**src/design/lkvc_pkg.sv**
```systemverilog
// Shared types and constants for the LRU key/value cache.
package lkvc_pkg;

    localparam int KEY_W = 32;
    localparam int VAL_W = 32;
    localparam int CAP_W = 5;
    localparam logic [CAP_W-1:0] CAP_RESET = 5'd16;

    localparam logic REQ_GET = 1'b0;
    localparam logic REQ_PUT = 1'b1;

    typedef struct packed {
        logic                    req_type;
        logic signed [KEY_W-1:0] lookup_key;
        logic signed [VAL_W-1:0] write_value;
    } req_t;

    typedef struct packed {
        logic                    found;
        logic signed [VAL_W-1:0] read_value;
        logic                    evicted;
        logic signed [KEY_W-1:0] evicted_key;
    } rsp_t;

    typedef struct packed {
        logic load;
        logic issue;
        logic prep;
        logic commit;
    } cmd_t;

    typedef struct packed {
        logic last_addr;
        logic out_free;
    } status_t;

endpackage

```
**src/design/lkvc_ram.sv**
```systemverilog
// Generic single-write, single-read RAM with registered read data.
module lkvc_ram #(
    parameter int WIDTH = 32,
    parameter int DEPTH = 16
) (
    input  logic                                   clk,
    input  logic                                   wr_en,
    input  logic [(DEPTH > 1 ? $clog2(DEPTH) : 1)-1:0] wr_addr,
    input  logic [WIDTH-1:0]                       wr_data,
    input  logic                                   rd_en,
    input  logic [(DEPTH > 1 ? $clog2(DEPTH) : 1)-1:0] rd_addr,
    output logic [WIDTH-1:0]                       rd_data
);

    logic [WIDTH-1:0] mem_reg [DEPTH];

    always_ff @(posedge clk)
    begin
        if (wr_en)
        begin
            mem_reg[wr_addr] <= wr_data;
        end
        if (rd_en)
        begin
            rd_data <= mem_reg[rd_addr];
        end
    end

endmodule

```
**src/design/lkvc_ctrl.sv**
```systemverilog
// Request sequencer: accept, scan, decide, commit.
module lkvc_ctrl (
    input  logic              clk,
    input  logic              rst_n,
    input  logic              req_valid,
    output logic              req_ready,
    input  lkvc_pkg::status_t status,
    output lkvc_pkg::cmd_t    cmd
);

    typedef enum logic [4:0] {
        ST_IDLE   = 5'b00001,
        ST_SCAN   = 5'b00010,
        ST_DRAIN  = 5'b00100,
        ST_PREP   = 5'b01000,
        ST_COMMIT = 5'b10000
    } state_t;

    state_t state_reg;
    state_t state_next;

    always_comb
    begin
        state_next = state_reg;
        cmd        = '0;
        req_ready  = 1'b0;
        case (state_reg)
            ST_IDLE:
            begin
                req_ready = 1'b1;
                if (req_valid)
                begin
                    cmd.load   = 1'b1;
                    state_next = ST_SCAN;
                end
            end
            ST_SCAN:
            begin
                cmd.issue = 1'b1;
                if (status.last_addr)
                begin
                    state_next = ST_DRAIN;
                end
            end
            ST_DRAIN:
            begin
                state_next = ST_PREP;
            end
            ST_PREP:
            begin
                cmd.prep   = 1'b1;
                state_next = ST_COMMIT;
            end
            ST_COMMIT:
            begin
                if (status.out_free)
                begin
                    cmd.commit = 1'b1;
                    state_next = ST_IDLE;
                end
            end
            default:
            begin
                state_next = ST_IDLE;
            end
        endcase
    end

    always_ff @(posedge clk or negedge rst_n)
    begin
        if (!rst_n)
        begin
            state_reg <= ST_IDLE;
        end
        else
        begin
            state_reg <= state_next;
        end
    end

`ifndef NO_ASSERTIONS
    a_commit_only_when_free: assert property (@(posedge clk) disable iff (!rst_n)
        cmd.commit |-> status.out_free)
        else $error("commit while result register occupied");
    a_scan_follows_load: assert property (@(posedge clk) disable iff (!rst_n)
        cmd.load |=> cmd.issue)
        else $error("scan did not start after request transfer");
    a_prep_before_commit: assert property (@(posedge clk) disable iff (!rst_n)
        cmd.prep |=> (state_reg == ST_COMMIT))
        else $error("decision step not followed by commit");
`endif

endmodule

```
**src/design/lkvc_datapath.sv**
```systemverilog
// Key/value storage, recency ranks, scan compare and result register.
module lkvc_datapath #(
    parameter int ENTRIES = 16
) (
    input  logic                         clk,
    input  logic                         rst_n,
    input  logic                         cfg_wr_en,
    input  logic [lkvc_pkg::CAP_W-1:0]   cfg_wr_data,
    input  lkvc_pkg::req_t               req,
    output logic                         rsp_valid,
    input  logic                         rsp_ready,
    output lkvc_pkg::rsp_t               rsp,
    input  lkvc_pkg::cmd_t               cmd,
    output lkvc_pkg::status_t            status
);

    localparam int IDX_W = (ENTRIES > 1) ? $clog2(ENTRIES) : 1;
    localparam int OCC_W = $clog2(ENTRIES + 1);

    lkvc_pkg::req_t                req_reg;
    logic [IDX_W-1:0]              scan_addr_reg;
    logic [IDX_W-1:0]              cmp_idx_reg;
    logic                          cmp_valid_reg;
    logic [lkvc_pkg::KEY_W-1:0]    key_rd;
    logic [lkvc_pkg::VAL_W-1:0]    val_rd;

    logic                          hit_found_reg;
    logic [IDX_W-1:0]              hit_idx_reg;
    logic [lkvc_pkg::VAL_W-1:0]    hit_value_reg;
    logic                          lru_found_reg;
    logic [IDX_W-1:0]              lru_idx_reg;
    logic [lkvc_pkg::KEY_W-1:0]    lru_key_reg;
    logic                          inv_found_reg;
    logic [IDX_W-1:0]              inv_idx_reg;

    logic [ENTRIES-1:0]            valid_reg;
    logic [IDX_W-1:0]              rank_reg [ENTRIES];
    logic [OCC_W-1:0]              occ_reg;
    logic [lkvc_pkg::CAP_W-1:0]    cap_reg;

    logic [IDX_W-1:0]              old_rank_reg;
    logic                          evict_reg;
    logic                          insert_reg;
    logic [IDX_W-1:0]              slot_reg;

    lkvc_pkg::rsp_t                rsp_reg;
    logic                          rsp_valid_reg;

    logic [ENTRIES-1:0]            lru_vec;
    logic [OCC_W-1:0]              occ_m1;
    logic [OCC_W-1:0]              eff_cap;
    logic [IDX_W-1:0]              old_rank;
    logic                          is_put;
    logic                          evict_now;
    logic                          insert_now;
    logic [IDX_W-1:0]              slot_now;
    logic                          key_match;
    logic                          key_we;
    logic                          val_we;
    logic [IDX_W-1:0]              val_waddr;

    lkvc_ram #(
        .WIDTH (lkvc_pkg::KEY_W),
        .DEPTH (ENTRIES)
    ) u_key_ram (
        .clk     (clk),
        .wr_en   (key_we),
        .wr_addr (slot_reg),
        .wr_data (req_reg.lookup_key),
        .rd_en   (cmd.issue),
        .rd_addr (scan_addr_reg),
        .rd_data (key_rd)
    );

    lkvc_ram #(
        .WIDTH (lkvc_pkg::VAL_W),
        .DEPTH (ENTRIES)
    ) u_val_ram (
        .clk     (clk),
        .wr_en   (val_we),
        .wr_addr (val_waddr),
        .wr_data (req_reg.write_value),
        .rd_en   (cmd.issue),
        .rd_addr (scan_addr_reg),
        .rd_data (val_rd)
    );

    assign is_put    = (req_reg.req_type == lkvc_pkg::REQ_PUT);
    assign occ_m1    = occ_reg - 1'b1;
    assign key_match = cmp_valid_reg && valid_reg[cmp_idx_reg]
                       && (key_rd == $unsigned(req_reg.lookup_key));
    assign key_we    = cmd.commit && insert_reg;
    assign val_we    = cmd.commit && (insert_reg || (hit_found_reg && is_put));
    assign val_waddr = hit_found_reg ? hit_idx_reg : slot_reg;

    always_comb
    begin
        for (int i = 0; i < ENTRIES; i++)
        begin
            lru_vec[i] = valid_reg[i] && (OCC_W'(rank_reg[i]) == occ_m1);
        end
    end

    always_comb
    begin
        if (cap_reg == '0)
        begin
            eff_cap = OCC_W'(1);
        end
        else if (int'(cap_reg) > ENTRIES)
        begin
            eff_cap = OCC_W'(ENTRIES);
        end
        else
        begin
            eff_cap = OCC_W'(cap_reg);
        end
    end

    always_comb
    begin
        old_rank = '0;
        for (int i = 0; i < ENTRIES; i++)
        begin
            if (IDX_W'(i) == hit_idx_reg)
            begin
                old_rank = old_rank | rank_reg[i];
            end
        end
    end

    always_comb
    begin
        evict_now  = is_put && !hit_found_reg && (occ_reg != '0)
                     && (occ_reg >= eff_cap) && lru_found_reg;
        insert_now = is_put && !hit_found_reg && (evict_now || inv_found_reg);
        if (evict_now && !(inv_found_reg && (inv_idx_reg < lru_idx_reg)))
        begin
            slot_now = lru_idx_reg;
        end
        else
        begin
            slot_now = inv_idx_reg;
        end
    end

    always_ff @(posedge clk)
    begin
        if (cmd.load)
        begin
            req_reg <= req;
        end
        cmp_idx_reg <= scan_addr_reg;
        if (cmd.prep)
        begin
            old_rank_reg <= old_rank;
            slot_reg     <= slot_now;
        end
    end

    always_ff @(posedge clk or negedge rst_n)
    begin
        if (!rst_n)
        begin
            scan_addr_reg <= '0;
            cmp_valid_reg <= 1'b0;
            hit_found_reg <= 1'b0;
            hit_idx_reg   <= '0;
            hit_value_reg <= '0;
            lru_found_reg <= 1'b0;
            lru_idx_reg   <= '0;
            lru_key_reg   <= '0;
            inv_found_reg <= 1'b0;
            inv_idx_reg   <= '0;
            evict_reg     <= 1'b0;
            insert_reg    <= 1'b0;
        end
        else
        begin
            cmp_valid_reg <= cmd.issue;
            if (cmd.load)
            begin
                scan_addr_reg <= '0;
                hit_found_reg <= 1'b0;
                lru_found_reg <= 1'b0;
                inv_found_reg <= 1'b0;
            end
            else
            begin
                if (cmd.issue)
                begin
                    scan_addr_reg <= scan_addr_reg + 1'b1;
                end
                if (key_match && !hit_found_reg)
                begin
                    hit_found_reg <= 1'b1;
                    hit_idx_reg   <= cmp_idx_reg;
                    hit_value_reg <= val_rd;
                end
                if (cmp_valid_reg && lru_vec[cmp_idx_reg])
                begin
                    lru_found_reg <= 1'b1;
                    lru_idx_reg   <= cmp_idx_reg;
                    lru_key_reg   <= key_rd;
                end
                if (cmp_valid_reg && !valid_reg[cmp_idx_reg] && !inv_found_reg)
                begin
                    inv_found_reg <= 1'b1;
                    inv_idx_reg   <= cmp_idx_reg;
                end
            end
            if (cmd.prep)
            begin
                evict_reg  <= evict_now;
                insert_reg <= insert_now;
            end
        end
    end

    always_ff @(posedge clk or negedge rst_n)
    begin
        if (!rst_n)
        begin
            valid_reg <= '0;
            occ_reg   <= '0;
            for (int i = 0; i < ENTRIES; i++)
            begin
                rank_reg[i] <= '0;
            end
        end
        else if (cmd.commit)
        begin
            if (hit_found_reg)
            begin
                for (int i = 0; i < ENTRIES; i++)
                begin
                    if (IDX_W'(i) == hit_idx_reg)
                    begin
                        rank_reg[i] <= '0;
                    end
                    else if (valid_reg[i] && (rank_reg[i] < old_rank_reg))
                    begin
                        rank_reg[i] <= rank_reg[i] + 1'b1;
                    end
                end
            end
            else if (insert_reg)
            begin
                for (int i = 0; i < ENTRIES; i++)
                begin
                    if (IDX_W'(i) == slot_reg)
                    begin
                        rank_reg[i]  <= '0;
                        valid_reg[i] <= 1'b1;
                    end
                    else if (evict_reg && (IDX_W'(i) == lru_idx_reg))
                    begin
                        rank_reg[i]  <= '0;
                        valid_reg[i] <= 1'b0;
                    end
                    else if (valid_reg[i])
                    begin
                        rank_reg[i] <= rank_reg[i] + 1'b1;
                    end
                end
                if (!evict_reg)
                begin
                    occ_reg <= occ_reg + 1'b1;
                end
            end
        end
    end

    always_ff @(posedge clk or negedge rst_n)
    begin
        if (!rst_n)
        begin
            cap_reg <= lkvc_pkg::CAP_RESET;
        end
        else if (cfg_wr_en)
        begin
            cap_reg <= cfg_wr_data;
        end
    end

    always_ff @(posedge clk or negedge rst_n)
    begin
        if (!rst_n)
        begin
            rsp_valid_reg <= 1'b0;
        end
        else if (cmd.commit)
        begin
            rsp_valid_reg <= 1'b1;
        end
        else if (rsp_ready)
        begin
            rsp_valid_reg <= 1'b0;
        end
    end

    always_ff @(posedge clk)
    begin
        if (cmd.commit)
        begin
            rsp_reg.found       <= hit_found_reg;
            rsp_reg.read_value  <= (hit_found_reg && !is_put) ? hit_value_reg : '0;
            rsp_reg.evicted     <= evict_reg;
            rsp_reg.evicted_key <= evict_reg ? lru_key_reg : '0;
        end
    end

    assign rsp              = rsp_reg;
    assign rsp_valid        = rsp_valid_reg;
    assign status.last_addr = (scan_addr_reg == IDX_W'(ENTRIES - 1));
    assign status.out_free  = !rsp_valid_reg || rsp_ready;

`ifndef NO_ASSERTIONS
    a_occ_bounded: assert property (@(posedge clk) disable iff (!rst_n)
        occ_reg <= OCC_W'(ENTRIES))
        else $error("occupancy above entry count");
    a_occ_matches_valid: assert property (@(posedge clk) disable iff (!rst_n)
        $countones(valid_reg) == int'(occ_reg))
        else $error("occupancy disagrees with valid marks");
    a_occ_stable_on_swap: assert property (@(posedge clk) disable iff (!rst_n)
        (cmd.commit && (hit_found_reg || evict_reg)) |=> $stable(occ_reg))
        else $error("occupancy changed on hit or evicting insert");
    a_single_lru: assert property (@(posedge clk) disable iff (!rst_n)
        $onehot0(lru_vec))
        else $error("more than one least recent entry");
`endif

endmodule

```
**src/design/lru_key_value_cache_unit.sv**
```systemverilog
// Top level of the fully associative LRU key/value cache.
// A request is taken, then the key RAM is read one entry per cycle and
// each key compared across all ENTRIES entries, then the last compare
// drains, then hit, victim and free slot are picked, and then ranks,
// valid marks and the RAMs are updated. The result sits in an output
// register, so a request is taken while a previous result still waits;
// the commit step holds only while that register is occupied and not being read.
// Recency is kept as a rank per entry (0 most recent). A capacity of zero
// acts as one and a capacity above ENTRIES acts as ENTRIES.
module lru_key_value_cache_unit #(
    parameter int ENTRIES = 16
) (
    input  logic                       clk,
    input  logic                       rst_n,
    input  logic                       cfg_wr_en,
    input  logic [lkvc_pkg::CAP_W-1:0] cfg_wr_data,
    input  logic                       req_valid,
    output logic                       req_ready,
    input  lkvc_pkg::req_t             req,
    output logic                       rsp_valid,
    input  logic                       rsp_ready,
    output lkvc_pkg::rsp_t             rsp
);

    lkvc_pkg::cmd_t    cmd;
    lkvc_pkg::status_t status;

    lkvc_ctrl u_ctrl (
        .clk       (clk),
        .rst_n     (rst_n),
        .req_valid (req_valid),
        .req_ready (req_ready),
        .status    (status),
        .cmd       (cmd)
    );

    lkvc_datapath #(
        .ENTRIES (ENTRIES)
    ) u_datapath (
        .clk         (clk),
        .rst_n       (rst_n),
        .cfg_wr_en   (cfg_wr_en),
        .cfg_wr_data (cfg_wr_data),
        .req         (req),
        .rsp_valid   (rsp_valid),
        .rsp_ready   (rsp_ready),
        .rsp         (rsp),
        .cmd         (cmd),
        .status      (status)
    );

endmodule
```
**config.mk**
```make
export PLATFORM = sky130hd
export DESIGN_NAME = lru_key_value_cache_unit
export DESIGN_NICKNAME = d
export VERILOG_FILES = /design/src/design/lkvc_pkg.sv /design/src/design/lkvc_ram.sv /design/src/design/lkvc_ctrl.sv /design/src/design/lkvc_datapath.sv /design/src/design/lru_key_value_cache_unit.sv
export SDC_FILE = /design/constraint.sdc
export NUM_CORES = 2
export LEC_CHECK = 0
export ABC_AREA = 1
export CAP_MARGIN = 20
export CORE_ASPECT_RATIO = 0.6
export CORE_MARGIN = 5
export CORE_UTILIZATION = 35
export DETAILED_ROUTE_END_ITERATION = 10
export DONT_BUFFER_PORTS = 1
export GPL_TIMING_DRIVEN = 0
export SYNTH_ARGS = -nofsm -noshare
export SYNTH_HDL_FRONTEND = slang
export SYNTH_SLANG_ARGS = --single-unit
```
**constraint.sdc**
```tcl
create_clock -name clk -period 6.5 [get_ports clk]
set_input_delay 0.975 -clock clk [delete_from_list [all_inputs] [get_ports clk]]
set_output_delay 0.975 -clock clk [all_outputs]
set_load 0.01 [all_outputs]
```
==> Yosys cells after proc, flatten, opt, wreduce, memory -nomap -nowiden <==
Memories as Yosys holds them, arrays and structs flattened. A register that Yosys moved wholly into a read port is not among the register bits.
Index checks and enable logic that the tools add are counted.
{ "totals": {"regBits": 325, "mem_bits_rw": 1024, "in_bits": 75, "output_inout_bits": 68, "elab_cells": 521, "memories": 2} }
{ "mem_list": {"columns": ["name", "words", "width", "rd", "rd_clocked_by_memory_dff", "write_ports", "line", "rtl"], "rows": [
  ["u_datapath.u_key_ram.mem_reg", 16, 32, 1, 1, 1, "lkvc_ram.sv:15", "logic [WIDTH-1:0] mem_reg [DEPTH];"],
  ["u_datapath.u_val_ram.mem_reg", 16, 32, 1, 1, 1, "lkvc_ram.sv:15", null]
]} }
{ "op_classes": {"n_addsub": 19, "n_lt_le_gt_ge": 20, "n_eq_ne": 87, "muxes": 163, "bitwise_logic": 18, "reduce_logical": 154} }
{ "ops": {"columns": ["op", "count"], "rows": [
  ["$mux W4", 100],
  ["$reduce_and A4 Y1", 33],
  ["$mux W64", 2],
  ["$eq A4 B4 Y1 const A", 24],
  ["$eq A4 B5 Y1", 16],
  ["$add A4 B1 Y4 const B", 17],
  ["$lt A4 B4 Y1", 17],
  ["$logic_and A1 B1 Y1", 65],
  ["$reduce_bool A4 Y1", 16],
  ["$or A4 B4 Y4", 15],
  ["$mux W1", 53],
  ["$eq A3 B4 Y1 const A", 12],
  ["$ne A3 B3 Y1 const B", 16],
  ["$reduce_bool A2 Y1", 22],
  ["$eq A32 B32 Y1", 1],
  ["$mux W5", 5],
  ["$pmux W5 S5", 1],
  ["$eq A2 B4 Y1 const A", 6],
  ["$eq A1 B4 Y1 const A", 3],
  ["$logic_not A4 Y1", 3],
  ["$bmux W1 S4", 2],
  ["$logic_not A1 Y1", 6],
  ["$ne A2 B2 Y1 const B", 3],
  ["$reduce_and A2 Y1", 3],
  ["other kinds (16)", 20]
]} }

==> Depth between registers and ports, before layout <==
{ "depth": {"word_depth": 32, "mapped_depth": 18, "depth_no_buf": 15} }

==> Cells and area by module <==
Synthesis repeated with hierarchy kept, for this count alone.
{ "hier_totals": {"cells_unflattened": 6225, "area_unflattened_um2": 63133.0} }
{ "by_module_without_submodules": {"columns": ["module", "n_inst", "cells_each", "area_each_um2"], "rows": [
  ["lkvc_ram", 2, 2120, 23050.9],
  ["lkvc_datapath", 1, 1944, 16734.8],
  ["lkvc_ctrl", 1, 41, 296.5]
]} }

==> Worst setup path after synthesis <==
No wires, ideal clock.
{ "synth_path": {"kind": "in2reg", "startpoint": "input rsp_ready", "endpoint": "memory u_datapath.u_key_ram.mem_reg[14][0] (enable)", "setup_ns": 0.463, "arrival_time_ns": 6.688, "path_slack_ns": -0.651, "cell_stages": 6, "n_path_buf": 0, "cell_sequence": "nor2_1 nor2_1 inv_1 nor2_2 inv_2 nor3_1"} }
{ "synth_lines": {"columns": ["element", "line", "rtl"], "rows": [
  ["start, declared", "lru_key_value_cache_unit.sv:21", "input logic rsp_ready,"],
  ["end, declared", "lkvc_ram.sv:15", null]
]} }

==> flow_summary.html <==
<table>
<tr><th>Metric</th><th>Value</th></tr>
<tr><th colspan="2">Placed design</th></tr>
<tr><td>Final HPWL from detailed placement</td><td>137000 um</td></tr>
<tr><td>Area post-placement</td><td>62600 sq um</td></tr>
<tr><td>Minimum setup slack after placement</td><td>2310 ps</td></tr>
<tr><td>IO buf count</td><td>0</td></tr>
<tr><td>Final weighted congestion in routability-driven placement</td><td>0.963</td></tr>
<tr><td>Total placed cells including tap cells</td><td>7067</td></tr>
<tr><th colspan="2">Route</th></tr>
<tr><td>Remaining design rule violation count</td><td>0</td></tr>
<tr><td>Via Count</td><td>40300</td></tr>
<tr><td>Routed Wire Length</td><td>191000 um</td></tr>
<tr><td>Count of nets left with antenna violations after detail routing</td><td>0</td></tr>
<tr><td>Ratio of routed vias to standard cells</td><td>5.50</td></tr>
<tr><td>Total iterations of the first detailed-routing run</td><td>6</td></tr>
<tr><td>Wire length per cell after detailed routing</td><td>26.1 um</td></tr>
<tr><td>Initial DRC count</td><td>5794</td></tr>
<tr><th colspan="2">Clocking</th></tr>
<tr><td>CTS tree</td><td>yes</td></tr>
<tr><td>Num Clock Sinks</td><td>1413</td></tr>
<tr><td>Clock latency on the worst-skew pair</td><td>790 ps</td></tr>
<tr><td>Num CTS Buffers</td><td>135</td></tr>
<tr><td>Deepest clock path buffer count</td><td>3</td></tr>
<tr><td>Post-CTS Setup Bufs</td><td>0</td></tr>
<tr><td>Number of H-tree levels</td><td>4</td></tr>
<tr><td>Cell chosen for the clock root</td><td>sky130_fd_sc_hd__clkbuf_16</td></tr>
<tr><td>Worst-path clk slew</td><td>60 ps</td></tr>
<tr><th colspan="2">Timing</th></tr>
<tr><td>Number of pins exceeding their max-slew limit in the final report</td><td>0</td></tr>
<tr><td>Portion of the clock cycle consumed by the worst path in the final layout</td><td>0.646</td></tr>
<tr><td>Final hold violation count</td><td>0</td></tr>
<tr><td>Final setup fails</td><td>0</td></tr>
<tr><td>Setup repair after global routing missed its margin</td><td>false</td></tr>
<tr><td>Worst-Margin Slew</td><td>1220 ps</td></tr>
<tr><td>Worst clock skew</td><td>37.6 ps</td></tr>
<tr><td>Shortest period the worst path allows</td><td>4200 ps</td></tr>
<tr><td>Worst slew margin relative to its limit</td><td>0.188</td></tr>
<tr><td>Final critical-path setup slack</td><td>2300 ps</td></tr>
<tr><td>FMAX</td><td>0.238 GHz</td></tr>
<tr><th colspan="2">Logic synthesis</th></tr>
<tr><td>Cell Area, Synth</td><td>58600 sq um</td></tr>
<tr><td>Net Count, Synth</td><td>4915</td></tr>
<tr><td>Most instantiated flip-flop cell in the synthesis netlist</td><td>sky130_fd_sc_hd__edfxtp_1</td></tr>
<tr><td>Number of enable flip-flop cells after synthesis</td><td>1227</td></tr>
<tr><td>Distinct cells, synth</td><td>47</td></tr>
<tr><td>Sequential fraction of the synthesis area</td><td>0.708</td></tr>
<tr><td>Synth Area in Compound Gates</td><td>0.0881</td></tr>
<tr><td>Share of synthesized cell area in full adder, half adder and majority cells</td><td>0.0160</td></tr>
<tr><td>Gate count of the mapped netlist</td><td>4765</td></tr>
<tr><td>Xor/xnor share of the synthesized area</td><td>0.00688</td></tr>
<tr><td>Multiplexer share of the synthesized area</td><td>0.0178</td></tr>
<tr><td>Warnings from Yosys</td><td>0</td></tr>
<tr><td>Main combinational cell family by area after synthesis</td><td>simple AND/OR/NAND/NOR gates</td></tr>
<tr><td>Synthesized-area fraction occupied by and/or/nand/nor cells</td><td>0.127</td></tr>
<tr><td>Post-synthesis sequential element count</td><td>1413</td></tr>
<tr><td>Avg Cell Area, Syn</td><td>12.3 sq um</td></tr>
<tr><td>Share of async-settable or async-resettable flops after synthesis</td><td>0.129</td></tr>
<tr><th colspan="2">Floorplan</th></tr>
<tr><td>Chip height</td><td>327 um</td></tr>
<tr><td>Initial Utilization</td><td>0.352</td></tr>
<tr><td>DIE AREA</td><td>176000 sq um</td></tr>
<tr><td>Site row count</td><td>116</td></tr>
<tr><td>I/O pin total</td><td>143</td></tr>
<tr><td>Die Wd</td><td>538 um</td></tr>
<tr><td>Core area</td><td>166000 sq um</td></tr>
<tr><th colspan="2">Run</th></tr>
<tr><td>Maxcap violations</td><td>0</td></tr>
<tr><th colspan="2">Run status</th></tr>
<tr><td>Result of the run</td><td>completed</td></tr>
<tr><th colspan="2">Pwr</th></tr>
<tr><td>PnR Total Power</td><td>24.6 mW</td></tr>
<tr><td>Switching part of the total</td><td>0.332</td></tr>
<tr><td>Sequential fraction of design power</td><td>0.462</td></tr>
<tr><td>Pint</td><td>16.4 mW</td></tr>
<tr><td>Combinational fraction of design power</td><td>0.210</td></tr>
<tr><td>Clock network fraction of total power</td><td>0.328</td></tr>
<tr><td>Leakage power summed over all cells</td><td>23.3 nW</td></tr>
<tr><td>Net Sw Power</td><td>8.17 mW</td></tr>
<tr><td>Worst vdd ir</td><td>215 uV</td></tr>
<tr><td>Power Density</td><td>366 nW/um^2</td></tr>
<tr><th colspan="2">Worst setup path</th></tr>
<tr><td>Critical path launch point</td><td>u_datapath.scan_addr_reg[0]</td></tr>
<tr><td>Crit end category</td><td>flip-flop</td></tr>
<tr><td>Critical path data arrival time</td><td>4610 ps</td></tr>
<tr><td>Critical path class</td><td>flip-flop to flip-flop</td></tr>
<tr><td>Worst endpoint required time</td><td>6920 ps</td></tr>
<tr><td>Largest fanout on the critical path</td><td>10</td></tr>
<tr><td>Nature of the critical path startpoint</td><td>flip-flop</td></tr>
<tr><td>Critical register-to-register path startpoint</td><td>u_datapath.scan_addr_reg[0]</td></tr>
<tr><th colspan="2">GRT</th></tr>
<tr><td>Overflow left after global routing</td><td>0</td></tr>
<tr><td>Global-route wire length before repair</td><td>274000 um</td></tr>
<tr><td>Antenna violations before repair</td><td>26</td></tr>
<tr><td>Via count of the first global-routing pass</td><td>37900</td></tr>
<tr><td>Total global routing track utilization</td><td>0.213</td></tr>
<tr><td>Maximum number of pins on one net before global-route repair</td><td>181</td></tr>
<tr><th colspan="2">Finish</th></tr>
<tr><td>Area delta synth-&gt;final</td><td>14.7%</td></tr>
<tr><td>Finished Core Util</td><td>0.403</td></tr>
<tr><td>Post-route cell area</td><td>67200 sq um</td></tr>
<tr><td>Non-filler instance count after layout</td><td>7330</td></tr>
<tr><td>Nets</td><td>5114</td></tr>
<tr><td>Share of layout cells above drive strength 1</td><td>0.0725</td></tr>
<tr><th colspan="2">Min path</th></tr>
<tr><td>Hold WC Path Type</td><td>primary input to asynchronous set/reset pin</td></tr>
</table>
==> per-stage QoR <==
step / hold slack (ps) / setup TNS, ps
2_1_floorplan: 368 / 0
3_3_place_gp: 410 / -3246250
3_5_place_dp: 416 / 0
4_1_cts: 9.16 / 0
5_1_grt: 26.6 / 0
6_report: 62.6 / 0
==> final cells by class <==
cell class / count / area [sq um]
Clock buffer: 169 / 3620
Sequential cell: 1413 / 41500
Fill cell: 15700 / 99300
Inverter: 276 / 1040
Timing Repair Buffer: 62 / 1090
Multi-Input combinational cell: 2824 / 15200
Buffer: 252 / 1040
Tap cell: 2242 / 2810
Clock inverter: 81 / 815
Antenna cell: 11 / 27.5
==> timing repair <==
| action | in CTS | in global routing |
|---|---|---|
| gates resized for setup | 0 | 0 |
| hold buffers | 1 | 0 |
| endpoints found under the hold margin | 180 | 0 |
==> cell families after synthesis <==
logic type / after synthesis
xor+xnor: 46
flops: 1413
mux: 104
fa+ha+maj: 75
simple gates: 1804
compound gates: 795
buf+inv: 528
==> placed cells by master, fill, tap and decap left out, types with 17 or more instances in the layout <==
| cell type | instances |
|---|---|
| sky130_fd_sc_hd__clkinv_2 | 26 |
| sky130_fd_sc_hd__inv_1 | 267 |
| sky130_fd_sc_hd__mux2i_1 | 103 |
| sky130_fd_sc_hd__nand2_1 | 656 |
| sky130_fd_sc_hd__clkbuf_16 | 138 |
| sky130_fd_sc_hd__nor2_4 | 27 |
| sky130_fd_sc_hd__clkinv_1 | 26 |
| sky130_fd_sc_hd__nor2_1 | 724 |
| sky130_fd_sc_hd__clkbuf_1 | 211 |
| sky130_fd_sc_hd__nand3_1 | 256 |
| sky130_fd_sc_hd__o211ai_1 | 33 |
| sky130_fd_sc_hd__a21oi_1 | 57 |
| sky130_fd_sc_hd__buf_6 | 23 |
| sky130_fd_sc_hd__ha_1 | 75 |
| sky130_fd_sc_hd__buf_1 | 20 |
| sky130_fd_sc_hd__o22ai_1 | 22 |
| sky130_fd_sc_hd__edfxtp_1 | 1227 |
| sky130_fd_sc_hd__buf_2 | 36 |
| sky130_fd_sc_hd__nand4_1 | 87 |
| sky130_fd_sc_hd__o221ai_1 | 103 |
| sky130_fd_sc_hd__o21ai_0 | 386 |
| sky130_fd_sc_hd__xor2_1 | 43 |
| sky130_fd_sc_hd__dfrtp_1 | 180 |
| sky130_fd_sc_hd__nor3_1 | 17 |
| sky130_fd_sc_hd__o32ai_1 | 153 |
| sky130_fd_sc_hd__buf_12 | 27 |
==> per-layer routing <==
metal,vias up,track usage,wire (um)
li1,17700,-,-
met1,20200,0.338,88800
met2,2156,0.279,74900
met3,234,0.0639,23700
met4,10,0.0536,4000
met5,-,0,69
==> worst max-delay path: stages (launching register included) <==
cell	delay, ps
sky130_fd_sc_hd__dfrtp_1	510
sky130_fd_sc_hd__buf_2	390
sky130_fd_sc_hd__buf_2	600
sky130_fd_sc_hd__clkinv_1	280
sky130_fd_sc_hd__clkbuf_1	320
sky130_fd_sc_hd__buf_8	240
sky130_fd_sc_hd__clkbuf_1	270
sky130_fd_sc_hd__nor2_1	160
sky130_fd_sc_hd__o32ai_1	150
sky130_fd_sc_hd__o211ai_1	510
sky130_fd_sc_hd__nand3_1	390
==> cells in the mapped netlist (75+ instances only) <==
master | n | area (sq um)
sky130_fd_sc_hd__o32ai_1 | 153 | 1340
sky130_fd_sc_hd__inv_1 | 269 | 1010
sky130_fd_sc_hd__nand3_1 | 256 | 1280
sky130_fd_sc_hd__edfxtp_1 | 1227 | 36800
sky130_fd_sc_hd__dfrtp_1 | 180 | 4500
sky130_fd_sc_hd__nand4_1 | 87 | 544
sky130_fd_sc_hd__nand2_1 | 656 | 2460
sky130_fd_sc_hd__nor2_1 | 752 | 2820
sky130_fd_sc_hd__clkbuf_1 | 188 | 706
sky130_fd_sc_hd__o21ai_0 | 386 | 1930
sky130_fd_sc_hd__mux2i_1 | 103 | 1030
sky130_fd_sc_hd__ha_1 | 75 | 938
sky130_fd_sc_hd__o221ai_1 | 103 | 902
==> final timing paths <==
| path | to | slack (ps) | cells after the start |
|---|---|---|---|
| max reg2reg | u_datapath.u_key_ram.rd_data[30] | 2300 | 10 |
| max in group asynchronous | u_datapath.lru_key_reg[4] | 5340 | 2 |
| min in group clk | u_datapath.req_reg[41] | 280 | 0 |
| min | u_ctrl.state_reg[0] | 60 | 0 |
| min reg2reg | u_datapath.cmp_idx_reg[1] | 430 | 0 |
| max | u_datapath.u_key_ram.rd_data[30] | 2300 | 10 |
==> power groups by stage <==
stage / Combinational, mW / Clock [mW] / Sequential [mW]
global route: 5.49 / 8.58 / 11.4
global placement: 4.88 / 0 / 11.5
detailed placement: 5.00 / 0 / 11.5
CTS: 5.05 / 8.19 / 11.4
finish: 5.16 / 8.07 / 11.4
floorplan: 2.81 / 0 / 11.2
No activity file was read; power rests on OpenSTA's default activity.
